$ cat config.mk
export PLATFORM = sky130hd
export DESIGN_NAME = bitmap_fit_allocator_top
export DESIGN_NICKNAME = d
export VERILOG_FILES = /design/src/design/bfa_pkg.sv /design/src/design/bfa_ram.sv /design/src/design/bfa_scan.sv /design/src/design/bfa_seq.sv /design/src/design/bitmap_fit_allocator_top.sv
export SDC_FILE = /design/constraint.sdc
export NUM_CORES = 2
export LEC_CHECK = 0
export BUFFER_PORTS_ARGS = -buffer_cell sky130_fd_sc_hd__buf_2
export CORE_MARGIN = 2
export CORE_UTILIZATION = 60
export CTS_CLUSTER_DIAMETER = 50
export DETAILED_ROUTE_END_ITERATION = 10
export GPL_ROUTABILITY_DRIVEN = 0
export PLACE_DENSITY = 0.76
export SETUP_SLACK_MARGIN = 0.5
export SLEW_MARGIN = 20
export SYNTH_ARGS = -nofsm -noshare
export SYNTH_HDL_FRONTEND = slang
export SYNTH_SLANG_ARGS = --single-unit
$ cat constraint.sdc
create_clock -name clk -period 36.6 [get_ports clk]
set_input_delay 0 -clock clk [delete_from_list [all_inputs] [get_ports clk]]
set_output_delay 0 -clock clk [all_outputs]
set_load 0.02 [all_outputs]
$ cat src/design/bfa_pkg.sv
// ----------------------------------------------------------------------------
// bfa_pkg: shared definitions for the bitmap fit allocator
// Sizes of the unit map, field widths, policy codes, sequencer states and
// the structs that travel between the allocator's modules.
// ----------------------------------------------------------------------------
package bfa_pkg;

    // Map geometry
    localparam int UNITS     = 1024;
    localparam int WORD_W    = (UNITS >= 32) ? 32 : (2 ** $clog2(UNITS));
    localparam int LOC_W     = $clog2(WORD_W);
    localparam int WORDS     = (UNITS + WORD_W - 1) / WORD_W;
    localparam int WADDR_W   = (WORDS > 1) ? $clog2(WORDS) : 1;
    localparam int POS_W     = WADDR_W + LOC_W;
    localparam int SLICE_W   = 8;
    localparam int SLICES    = WORD_W / SLICE_W;
    localparam int SL_W      = (SLICES > 1) ? $clog2(SLICES) : 1;
    localparam int CNT_W     = $clog2(UNITS + 1);

    // Field widths of the transfer payloads
    localparam int OPC_W     = 2;
    localparam int SIZE_W    = 11;
    localparam int START_W   = 10;
    localparam int PCNT_W    = 11;

    localparam logic [PCNT_W-1:0] COUNT_MAX = {PCNT_W{1'b1}};

    // Policy codes
    localparam logic [OPC_W-1:0] OP_FIRST = 2'd0;
    localparam logic [OPC_W-1:0] OP_BEST  = 2'd1;
    localparam logic [OPC_W-1:0] OP_WORST = 2'd2;

    typedef struct packed {
        logic [OPC_W-1:0]  opcode;
        logic [SIZE_W-1:0] request_size;
    } req_t;

    typedef struct packed {
        logic               granted;
        logic [START_W-1:0] start_unit;
        logic [PCNT_W-1:0]  policy_count;
    } result_t;

    // Sequencer states
    typedef enum logic [2:0] {
        ST_IDLE,
        ST_LOAD,
        ST_SCAN,
        ST_CLOSE,
        ST_MARK_RD,
        ST_MARK_WR,
        ST_DONE
    } state_t;

    // Sequencer to scan unit
    typedef struct packed {
        logic               clear;
        logic               step;
        logic               close;
        logic [OPC_W-1:0]   policy;
        logic [CNT_W-1:0]   size;
        logic [SLICE_W-1:0] bits;
        logic [POS_W-1:0]   base;
    } scan_ctrl_t;

    // Scan unit to sequencer
    typedef struct packed {
        logic             found;
        logic             hit;
        logic [POS_W-1:0] pick_start;
    } scan_stat_t;

    // Map memory write port
    typedef struct packed {
        logic               we;
        logic [WADDR_W-1:0] addr;
        logic [WORD_W-1:0]  data;
    } ram_wr_t;

endpackage

$ cat src/design/bfa_ram.sv
// ----------------------------------------------------------------------------
// bfa_ram: generic simple dual-port RAM
// One write port, one read port, read data registered.
// ----------------------------------------------------------------------------
module bfa_ram #(
    parameter int DATA_W = 32,
    parameter int DEPTH  = 32
) (
    input  logic                                   clk,
    input  logic                                   we,
    input  logic [((DEPTH > 1) ? $clog2(DEPTH) : 1)-1:0] waddr,
    input  logic [DATA_W-1:0]                      wdata,
    input  logic [((DEPTH > 1) ? $clog2(DEPTH) : 1)-1:0] raddr,
    output logic [DATA_W-1:0]                      rdata
);

    logic [DATA_W-1:0] mem [DEPTH];

    // write port
    always_ff @(posedge clk)
    begin
        if (we)
        begin
            mem[waddr] <= wdata;
        end
    end

    // registered read port
    always_ff @(posedge clk)
    begin
        rdata <= mem[raddr];
    end

endmodule

$ cat src/design/bfa_scan.sv
// ----------------------------------------------------------------------------
// bfa_scan: shared hole scan unit
// Walks one 8-unit slice of the map per step, tracking the current free
// run and the hole picked so far under the requested policy.
// ----------------------------------------------------------------------------
module bfa_scan
    import bfa_pkg::*;
(
    input  logic       clk,
    input  logic       rst_n,
    input  scan_ctrl_t ctrl,
    output scan_stat_t stat
);

    logic [POS_W-1:0] run_start_reg, run_start_next;
    logic [CNT_W-1:0] run_len_reg, run_len_next;
    logic             found_reg, found_next;
    logic             hit_reg, hit_next;
    logic [POS_W-1:0] pick_start_reg, pick_start_next;
    logic [CNT_W-1:0] pick_len_reg, pick_len_next;

    // one slice of run tracking; the extra last step closes the final run
    always_comb
    begin
        logic [POS_W:0] pos;
        logic           act;
        logic           free;

        run_start_next  = run_start_reg;
        run_len_next    = run_len_reg;
        found_next      = found_reg;
        hit_next        = hit_reg;
        pick_start_next = pick_start_reg;
        pick_len_next   = pick_len_reg;

        for (int k = 0; k <= SLICE_W; k++)
        begin
            pos  = {1'b0, ctrl.base} + (POS_W+1)'(k);
            act  = (k < SLICE_W) ? ctrl.step : ctrl.close;
            free = (k < SLICE_W) && !ctrl.bits[k % SLICE_W]
                   && (pos < (POS_W+1)'(UNITS));
            if (act && !hit_next)
            begin
                if (free)
                begin
                    if (run_len_next == '0)
                    begin
                        run_start_next = pos[POS_W-1:0];
                    end
                    run_len_next = run_len_next + 1'b1;
                    if (ctrl.policy == OP_FIRST && run_len_next == ctrl.size)
                    begin
                        found_next      = 1'b1;
                        hit_next        = 1'b1;
                        pick_start_next = run_start_next;
                        pick_len_next   = run_len_next;
                    end
                end
                else
                begin
                    if (run_len_next != '0 && run_len_next >= ctrl.size &&
                        (!found_next ||
                         (ctrl.policy == OP_BEST  && run_len_next < pick_len_next) ||
                         (ctrl.policy == OP_WORST && run_len_next > pick_len_next)))
                    begin
                        found_next      = 1'b1;
                        pick_start_next = run_start_next;
                        pick_len_next   = run_len_next;
                    end
                    run_len_next = '0;
                end
            end
        end

        if (ctrl.clear)
        begin
            run_start_next  = '0;
            run_len_next    = '0;
            found_next      = 1'b0;
            hit_next        = 1'b0;
            pick_start_next = '0;
            pick_len_next   = '0;
        end
    end

    // scan state
    always_ff @(posedge clk or negedge rst_n)
    begin
        if (!rst_n)
        begin
            run_start_reg  <= '0;
            run_len_reg    <= '0;
            found_reg      <= 1'b0;
            hit_reg        <= 1'b0;
            pick_start_reg <= '0;
            pick_len_reg   <= '0;
        end
        else
        begin
            run_start_reg  <= run_start_next;
            run_len_reg    <= run_len_next;
            found_reg      <= found_next;
            hit_reg        <= hit_next;
            pick_start_reg <= pick_start_next;
            pick_len_reg   <= pick_len_next;
        end
    end

    assign stat.found      = found_reg;
    assign stat.hit        = hit_reg;
    assign stat.pick_start = pick_start_reg;

endmodule

$ cat src/design/bfa_seq.sv
// ----------------------------------------------------------------------------
// bfa_seq: allocator sequencer
// Takes a request, streams map words through the scan unit, marks the
// chosen run with read-modify-write passes and keeps the policy counters.
// ----------------------------------------------------------------------------
module bfa_seq
    import bfa_pkg::*;
(
    input  logic               clk,
    input  logic               rst_n,
    input  logic               start,
    input  req_t               req,
    output logic               busy,
    output logic               result_valid,
    output result_t            result,
    output scan_ctrl_t         scan_ctrl,
    input  scan_stat_t         scan_stat,
    output ram_wr_t            ram_wr,
    output logic [WADDR_W-1:0] ram_raddr,
    input  logic [WORD_W-1:0]  ram_rdata
);

    localparam logic [WADDR_W-1:0] LAST_WORD = WADDR_W'(WORDS - 1);
    localparam logic [SL_W-1:0]    SL_LAST   = SL_W'(SLICES - 1);

    state_t              state_reg, state_next;
    logic [OPC_W-1:0]    opcode_reg;
    logic [CNT_W-1:0]    size_reg;
    logic [WORD_W-1:0]   word_reg;
    logic [WADDR_W-1:0]  scan_word_reg;
    logic [SL_W-1:0]     slice_reg;
    logic [WADDR_W-1:0]  mark_word_reg;
    logic [WADDR_W-1:0]  last_word_reg;
    logic [POS_W-1:0]    end_pos_reg;
    logic [WORDS-1:0]    valid_reg;
    logic [PCNT_W-1:0]   cnt_reg [3];

    logic                req_bad;
    logic [POS_W-1:0]    end_pos;
    logic [WORD_W-1:0]   mark_mask;
    logic [WORD_W-1:0]   rd_word;
    logic                scan_last;

    // request checks
    assign req_bad = !(req.opcode inside {OP_FIRST, OP_BEST, OP_WORST}) ||
                     (req.request_size == '0) ||
                     (32'(req.request_size) > UNITS);

    // last unit of the picked run
    assign end_pos = POS_W'({1'b0, scan_stat.pick_start} + (POS_W+1)'(size_reg) - 1'b1);

    // read data with never-written words seen as free
    assign rd_word = (state_reg == ST_LOAD)
                     ? (ram_rdata & {WORD_W{valid_reg[scan_word_reg]}})
                     : (ram_rdata & {WORD_W{valid_reg[mark_word_reg]}});

    assign scan_last = (slice_reg == SL_LAST);

    // units of the current mark word that fall inside the run
    always_comb
    begin
        logic [POS_W-1:0] p;
        for (int b = 0; b < WORD_W; b++)
        begin
            p            = {mark_word_reg, LOC_W'(b)};
            mark_mask[b] = (p >= scan_stat.pick_start) && (p <= end_pos_reg);
        end
    end

    // next state
    always_comb
    begin
        state_next = state_reg;
        case (state_reg)
            ST_IDLE:
            begin
                if (start)
                begin
                    state_next = req_bad ? ST_DONE : ST_LOAD;
                end
            end
            ST_LOAD:
            begin
                state_next = scan_stat.hit ? ST_MARK_RD : ST_SCAN;
            end
            ST_SCAN:
            begin
                if (scan_stat.hit)
                begin
                    state_next = ST_MARK_RD;
                end
                else if (scan_last)
                begin
                    state_next = (scan_word_reg == LAST_WORD) ? ST_CLOSE : ST_LOAD;
                end
            end
            ST_CLOSE:
            begin
                state_next = ST_MARK_RD;
            end
            ST_MARK_RD:
            begin
                state_next = scan_stat.found ? ST_MARK_WR : ST_DONE;
            end
            ST_MARK_WR:
            begin
                if (mark_word_reg == last_word_reg)
                begin
                    state_next = ST_DONE;
                end
            end
            ST_DONE:
            begin
                state_next = ST_IDLE;
            end
            default:
            begin
                state_next = ST_IDLE;
            end
        endcase
    end

    // outputs toward scan unit and memory
    always_comb
    begin
        scan_ctrl.clear  = (state_reg == ST_IDLE) && start;
        scan_ctrl.step   = (state_reg == ST_SCAN);
        scan_ctrl.close  = (state_reg == ST_CLOSE);
        scan_ctrl.policy = opcode_reg;
        scan_ctrl.size   = size_reg;
        scan_ctrl.bits   = word_reg[slice_reg * SLICE_W +: SLICE_W];
        scan_ctrl.base   = {scan_word_reg, LOC_W'({slice_reg, 3'b000})};

        ram_wr.we   = 1'b0;
        ram_wr.addr = mark_word_reg;
        ram_wr.data = rd_word | mark_mask;
        ram_raddr   = '0;

        case (state_reg)
            ST_IDLE:
            begin
                ram_raddr = '0;
            end
            ST_SCAN:
            begin
                ram_raddr = WADDR_W'(scan_word_reg + 1'b1);
            end
            ST_MARK_RD:
            begin
                ram_raddr = scan_stat.pick_start[POS_W-1:LOC_W];
            end
            ST_MARK_WR:
            begin
                ram_wr.we = 1'b1;
                ram_raddr = WADDR_W'(mark_word_reg + 1'b1);
            end
            default:
            begin
                ram_raddr = '0;
            end
        endcase
    end

    // handshake and result
    always_comb
    begin
        busy                = (state_reg != ST_IDLE);
        result_valid        = (state_reg == ST_DONE);
        result.granted      = scan_stat.found;
        result.start_unit   = scan_stat.found ? START_W'(scan_stat.pick_start) : '0;
        case (opcode_reg)
            OP_FIRST: result.policy_count = cnt_reg[0];
            OP_BEST:  result.policy_count = cnt_reg[1];
            OP_WORST: result.policy_count = cnt_reg[2];
            default:  result.policy_count = '0;
        endcase
    end

    // state and datapath registers
    always_ff @(posedge clk or negedge rst_n)
    begin
        if (!rst_n)
        begin
            state_reg     <= ST_IDLE;
            opcode_reg    <= '0;
            size_reg      <= '0;
            word_reg      <= '0;
            scan_word_reg <= '0;
            slice_reg     <= '0;
            mark_word_reg <= '0;
            last_word_reg <= '0;
            end_pos_reg   <= '0;
            valid_reg     <= '0;
            cnt_reg[0]    <= '0;
            cnt_reg[1]    <= '0;
            cnt_reg[2]    <= '0;
        end
        else
        begin
            state_reg <= state_next;
            case (state_reg)
                ST_IDLE:
                begin
                    if (start)
                    begin
                        opcode_reg    <= req.opcode;
                        size_reg      <= CNT_W'(req.request_size);
                        scan_word_reg <= '0;
                    end
                end
                ST_LOAD:
                begin
                    word_reg  <= rd_word;
                    slice_reg <= '0;
                end
                ST_SCAN:
                begin
                    slice_reg <= SL_W'(slice_reg + 1'b1);
                    if (scan_last && scan_word_reg != LAST_WORD)
                    begin
                        scan_word_reg <= WADDR_W'(scan_word_reg + 1'b1);
                    end
                end
                ST_MARK_RD:
                begin
                    mark_word_reg <= scan_stat.pick_start[POS_W-1:LOC_W];
                    last_word_reg <= end_pos[POS_W-1:LOC_W];
                    end_pos_reg   <= end_pos;
                end
                ST_MARK_WR:
                begin
                    valid_reg[mark_word_reg] <= 1'b1;
                    mark_word_reg            <= WADDR_W'(mark_word_reg + 1'b1);
                    if (mark_word_reg == last_word_reg)
                    begin
                        case (opcode_reg)
                            OP_FIRST:
                            begin
                                if (cnt_reg[0] != COUNT_MAX)
                                    cnt_reg[0] <= cnt_reg[0] + 1'b1;
                            end
                            OP_BEST:
                            begin
                                if (cnt_reg[1] != COUNT_MAX)
                                    cnt_reg[1] <= cnt_reg[1] + 1'b1;
                            end
                            OP_WORST:
                            begin
                                if (cnt_reg[2] != COUNT_MAX)
                                    cnt_reg[2] <= cnt_reg[2] + 1'b1;
                            end
                            default:
                            begin
                            end
                        endcase
                    end
                end
                default:
                begin
                end
            endcase
        end
    end

endmodule

$ cat src/design/bitmap_fit_allocator_top.sv
// ----------------------------------------------------------------------------
// bitmap_fit_allocator_top: first, best and worst fit unit allocator
// Keeps a used/free bitmap of UNITS units in a word RAM and places runs of
// units under the policy named by each request.
//
//   channel   ports                          transfer
//   request   start, busy, req               start high while busy low
//   result    result_valid, result           one cycle, result_valid high
//
// A request is accepted, then each map word is loaded and walked one 8-unit
// slice per scan step; a close step ends the final run, a decision step
// follows, each map word the placed run touches is rewritten, and a result
// step ends it; an invalid request goes straight to the result. The scan step
// is the pacing unit; first fit ends its scan at the first run long enough.
// Reset clears per-word valid bits, so the map reads as all free at once.
// The receiver cannot stall; busy stays high until the result cycle ends.
// ----------------------------------------------------------------------------
module bitmap_fit_allocator_top
    import bfa_pkg::*;
(
    input  logic    clk,
    input  logic    rst_n,
    input  logic    start,
    input  req_t    req,
    output logic    busy,
    output logic    result_valid,
    output result_t result
);

    scan_ctrl_t         scan_ctrl;
    scan_stat_t         scan_stat;
    ram_wr_t            ram_wr;
    logic [WADDR_W-1:0] ram_raddr;
    logic [WORD_W-1:0]  ram_rdata;

    // sequencer
    bfa_seq u_seq (
        .clk          (clk),
        .rst_n        (rst_n),
        .start        (start),
        .req          (req),
        .busy         (busy),
        .result_valid (result_valid),
        .result       (result),
        .scan_ctrl    (scan_ctrl),
        .scan_stat    (scan_stat),
        .ram_wr       (ram_wr),
        .ram_raddr    (ram_raddr),
        .ram_rdata    (ram_rdata)
    );

    // shared scan unit
    bfa_scan u_scan (
        .clk   (clk),
        .rst_n (rst_n),
        .ctrl  (scan_ctrl),
        .stat  (scan_stat)
    );

    // unit map storage
    bfa_ram #(
        .DATA_W (WORD_W),
        .DEPTH  (WORDS)
    ) u_map (
        .clk   (clk),
        .we    (ram_wr.we),
        .waddr (ram_wr.addr),
        .wdata (ram_wr.data),
        .raddr (ram_raddr),
        .rdata (ram_rdata)
    );

endmodule
# Word-level counts from Yosys, hierarchy flattened
# Memories as Yosys holds them, arrays and structs flattened. A register that Yosys moved wholly into a read port is not among the register bits.
# Index checks and enable logic that the tools add are counted.
# op_classes
magnitude_cmp,103
n_bitwise,4
addsub,23
n_mux,206
shifts,1
n_reduce_logical,175
n_eq_ne,29
# op_table
cell,n
$mux W10,67
$mux W11,53
$ge A10 B10 Y1,32
$le A10 B10 Y1,32
$add A11 B1 Y11 const B,11
$ge A11 B11 Y1,9
$gt A11 B11 Y1,9
$logic_not A11 Y1,9
$lt A11 B11 Y1,9
$reduce_bool A11 Y1,9
$logic_and A1 B1 Y1,96
$eq A11 B11 Y1,8
$lt A11 B11 Y1 const B,7
$mux W1,66
$and A32 B32 Y32,2
$or A32 B32 Y32,2
$add A10 B3 Y11 const B,4
$ne A11 B11 Y1 const B,3
$pmux W11 S3,1
$mux W32,1
$shiftx A32 B6 Y8,1
$logic_not A1 Y1,27
$add A10 B2 Y11 const B,2
$logic_or A1 B1 Y1,20
other kinds (36),61
# totals
output_inout_bits,24
word_cells,561
register_bits,184
memories,1
input_bits,16
ram_bits,1024
# mem_list
name,words,width,read_ports,rd_clocked_by_memory_dff,wr,line_no,text
u_map.mem,32,32,1,1,1,bfa_ram.sv:17,logic [DATA_W-1:0] mem [DEPTH];

# Longest topological paths before layout
# depth
word_depth,72
ltp_mapped,180
ltp_nobuf,172

# Modules after synthesis
# From an unflattened synthesis, not the netlist that was laid out.
# hier_totals
hier_cells,6416
area_unflattened_um2,71153.2
# by_module_without_submodules
module,seq_area_each_um2,cells_per_inst,area_per_inst_um2,instances
bfa_ram,31390.1,2260,40492.6,1
bfa_scan,1101.1,3162,21790.9,1
bfa_seq,3378.2,994,8869.8,1

# Worst setup path before layout
# No wires, ideal clock.
# synth_path
path_type,flip-flop to flip-flop
from,register u_scan.run_len_reg[1]
to,register u_scan.pick_start_reg[2]
setup_slack_ns,10.685
path_stages_with_launch,174
arrival_time_ns,25.788
setup_time_ns,0.128
path_buffers,7
period_less_slack_ns,25.915
required_time_ns,36.472
path_cell_list,dfrtp_1 -> ha_1 -> nor2b_1 -> o21a_1 -> o21a_1 -> o21a_1 -> o21a_1 -> o21a_1 -> o21a_1 -> o21a_1 -> o211ai_1 -> a31oi_1 -> a211oi_1 -> nor2_1 -> nor2_1 -> o211ai_1 -> ha_1 -> o21a_1 -> [138 not listed] -> or2_2 -> ha_1 -> o21a_1 -> o21a_1 -> o21ai_0 -> nand2b_1 -> a21oi_1 -> nor2b_1 -> o21ai_0 -> nand2b_1 -> a21oi_1 -> nor2b_1 -> o21ai_0 -> a21oi_1 -> a31oi_1 -> a21bo_1 -> nand2_2 -> mux2_1
# synth_via
elab_chain_cells,72
elab_cells_between_ends,315
cone_classes,add/sub: 8; order compare: 27; eq/ne: 8; mux: 169; reduce/logical: 103
# synth_rtl
item,line_no,text
from (decl),bfa_scan.sv:16,"logic [CNT_W-1:0] run_len_reg, run_len_next;"
from (signal assigned),bfa_scan.sv:101,run_len_reg <= run_len_next;
"parallel branches: the longest is 70 deep, another holds $add A11 B1 Y11",n/a,
$mux W10 (*),bfa_scan.sv:42,if (act && !hit_next)
$mux W10 (*),bfa_scan.sv:75,if (ctrl.clear)
via u_scan.pick_start_next[2],bfa_scan.sv:19,"logic [POS_W-1:0] pick_start_reg, pick_start_next;"
to (signal assigned),bfa_scan.sv:104,pick_start_reg <= pick_start_next;
to (decl),bfa_scan.sv:19,
# Mark *: on every way through the listed nets, which the timed path passes. The select of a mux whose other input is x is not followed.
# A chain may end at the register's enable or synchronous reset.

# Worst setup path in the final report
# Same ends and word-level chain as after synthesis.

==> results.sh <==
export IMPL_ys_top_cells_by_count="edfxtp_1 (1024), nand2_1 (942), clkbuf_1 (400)"
export IMPL_path_class="reg2reg"
export IMPL_slowest_delay_ns=0.89
export IMPL_endpoint_kind="flop"
export IMPL_finalNetCount=6927
export IMPL_dieArea_um2=120000
export IMPL_reg2reg_from="u_scan.run_len_reg[1]"
export IMPL_ys_async_sr_fraction_pct=14.5
export IMPL_hpwl_um=143000
export IMPL_drtIter0Drc=10400
export IMPL_start_kind="flop"
export IMPL_cts_hold_buf=18
export IMPL_slew_headroom_pct=12.7
export IMPL_fin_crit_sh_pct=87.2
export IMPL_synth_ff_type="edfxtp_1"
export IMPL_htreeDepth=4
export IMPL_synth_seq_cells=1235
export IMPL_clock_latency_ns=0.77
export IMPL_grt_max_degree=204
export IMPL_coreArea_um2=116000
export IMPL_startpoint="u_scan.run_len_reg[1]"
export IMPL_clk_pin_slew_worst_paths_ns=0.06
export IMPL_cap_violations=0
export IMPL_drcViolationCount=0
export IMPL_largest_reg_flops=1024
export IMPL_synth_area_um2=70200
export IMPL_min_period_ns=31.93
export IMPL_cts_path_max_buffers=3
export IMPL_dp_slack_ns=6.00
export IMPL_area_growth_pct=9.22
export IMPL_fin_util_pct=66.0
export IMPL_critPathMaxFanout=16
export IMPL_fillers=8651
export IMPL_fmax_mhz=31.3
export IMPL_timing_rr_end="u_scan.pick_start_reg[2]"
export IMPL_postSynthCellCount=6804
export IMPL_cts_setup_buffers=0
export IMPL_area_sequential_um2=35900
export IMPL_fin_tns_setup_ns=0
export IMPL_postSynthNetCount=7074
export IMPL_rows=125
export IMPL_grtUsageTotal_pct=37.7
export IMPL_cts_tree="yes"
export IMPL_tightest_slew_ns=1.31
export IMPL_cts_sinks=1235
export IMPL_grt_pass1_vias=55600
export IMPL_antenna_found_initial=4
export IMPL_overflow=0
export IMPL_ys_warn_count=0
export IMPL_ant_nets=0
export IMPL_arrival_ns=32.56
export IMPL_numPortBuffers=39
export IMPL_finalHoldViolCount=0
export IMPL_critPathCapture="u_scan.pick_start_reg[2]"
export IMPL_r2r_setup_slack_ns=4.67
export IMPL_finalSetupViolations=0
export IMPL_path_depth=159
export IMPL_syn_avg_cell_area_um2=10.3
export IMPL_die_h_um=346
export IMPL_drive_above_1_share_pct=9.57
export IMPL_cpLargestDelayFamily="compound AO/OA/AOI/OAI gates"
export IMPL_rsz0062_at_grt="no"
export IMPL_synth_seq_area_share_pct=51.1
export IMPL_cts_buffers=132
export IMPL_multi_input_area_um2=32300
export IMPL_yosys_cell_count_top_type="edfxtp_1"
export IMPL_cts_root_buf="clkbuf_16"
export IMPL_fp_dieW_um=346
export IMPL_cp_required_ns=37.23
export IMPL_cts_resized=0
export IMPL_drv_slew=0
export IMPL_synth_edff_count=1024
export IMPL_r2r_cells=159
export IMPL_grt_pass1_wl_um=344000
export IMPL_finalClockSkew_ns=0.0339
export IMPL_vias=59800
export IMPL_routed_via_density=7.21
export IMPL_synth_cell_types=125
export IMPL_routedWlPerCell_um=28.1
export IMPL_cp_slowest_cell="a21oi_1"
export IMPL_initial_core_util_pct=60.5
export IMPL_ys_top_cells_by_area="edfxtp_1 (44%), dfrtp_1 (6.4%), nand2_1 (5.0%), ha_1 (4.5%), a211oi_1 (4.2%)"
export IMPL_boundaryPins=40
export IMPL_path_buf_inv=3
export IMPL_routed_wl_um=233000
export IMPL_synth_top_area_share_pct=43.8
export IMPL_hold_path_class="in2reg"
export IMPL_layout_setup_ws_ns=4.67
export IMPL_first_pass_iters=9
export IMPL_status="finished clean"
export IMPL_synth_largest_area_cell="edfxtp_1"
[final cells by class]
type | count | area share, %
diodes | 5 | 0.0163
clock buffers | 180 | 4.86
clock inverters | 61 | 0.852
inverters | 164 | 0.805
multi-input cells | 4924 | 42.1
flip-flops and latches | 1235 | 46.8
well taps | 1524 | 2.49
repair buffers | 200 | 2.03
[logic make-up after synthesis]
logic type / Yosys count / share of synthesized area [%]
multiplexers: 127 / 2.10
buffers and inverters: 645 / 3.66
AND/OR/NAND/NOR: 2275 / 15.7
adder cells (fa/ha/maj): 254 / 4.54
XOR/XNOR: 135 / 1.95
flip-flops: 1235 / 51.1
AO/OA/AOI/OAI: 2133 / 21.0
[worst min-delay path, stage by stage]
cell           delay (ns)
dlygate4sd3_1        0.51
buf_2                0.18
nand2_1              0.06
o21ai_0              0.07
[through the flow]
| step | area, um2 | hold WS [ns] | std cells |
|---|---|---|---|
| 2_1_floorplan | 70200 | -0.296 | 6804 |
| 3_3_place_gp | 72000 | 0.0121 | 8028 |
| 3_5_place_dp | 72000 | 0.0210 | 8028 |
| 4_1_cts | 76600 | 0.0771 | 8287 |
| 5_1_grt | 76600 | 0.132 | 8288 |
| 6_report | 76600 | 0.108 | 8293 |
[per-layer routing]
layer	global-route usage [%]	share of wire, %
met1	50.2	36
met5	0	0.014
met3	11.7	15
met4	20.9	6.5
met2	55.1	42
[how the worst min path moves through the flow]
stage	cells past startpoint	from	endpoint
5_1_grt	4	req[12]	u_seq.opcode_reg[1]
2_1_floorplan	0	rst_n	u_scan.found_reg
4_1_cts	4	req[12]	u_seq.opcode_reg[1]
3_5_place_dp	1	rst_n	u_seq.cnt_reg[11]
6_report	4	req[0]	u_seq.size_reg[0]
3_3_place_gp	1	rst_n	u_seq.cnt_reg[18]
[cell usage in the layout, fill, tap and decap left out, types with 26 or more instances in the layout]
cell type	count
o211ai_1	46
nand4_1	81
ha_1	253
a21oi_1	393
o31ai_1	38
nor3_1	106
nor2b_1	56
o22ai_1	73
mux2i_1	80
o21a_1	90
a311oi_1	134
mux2_2	32
nand2_1	941
inv_1	142
or2_2	46
or3_1	31
dfrtp_1	179
nor2_4	32
a22oi_1	34
and2_1	279
a31oi_1	166
clkinv_1	26
o21ai_0	300
a21o_1	63
xor2_1	31
edfxtp_1	1024
and3_1	50
dfxtp_1	32
buf_2	38
nor4_1	32
buf_4	136
nand2b_1	49
o21ai_1	31
a211oi_1	391
nand3_1	138
clkbuf_1	28
clkbuf_16	136
nor2_1	321
xnor2_1	90
Power is left out: the tool's default activity adds up to more than one toggle a clock period on the data nets, which glitch-free logic cannot reach.
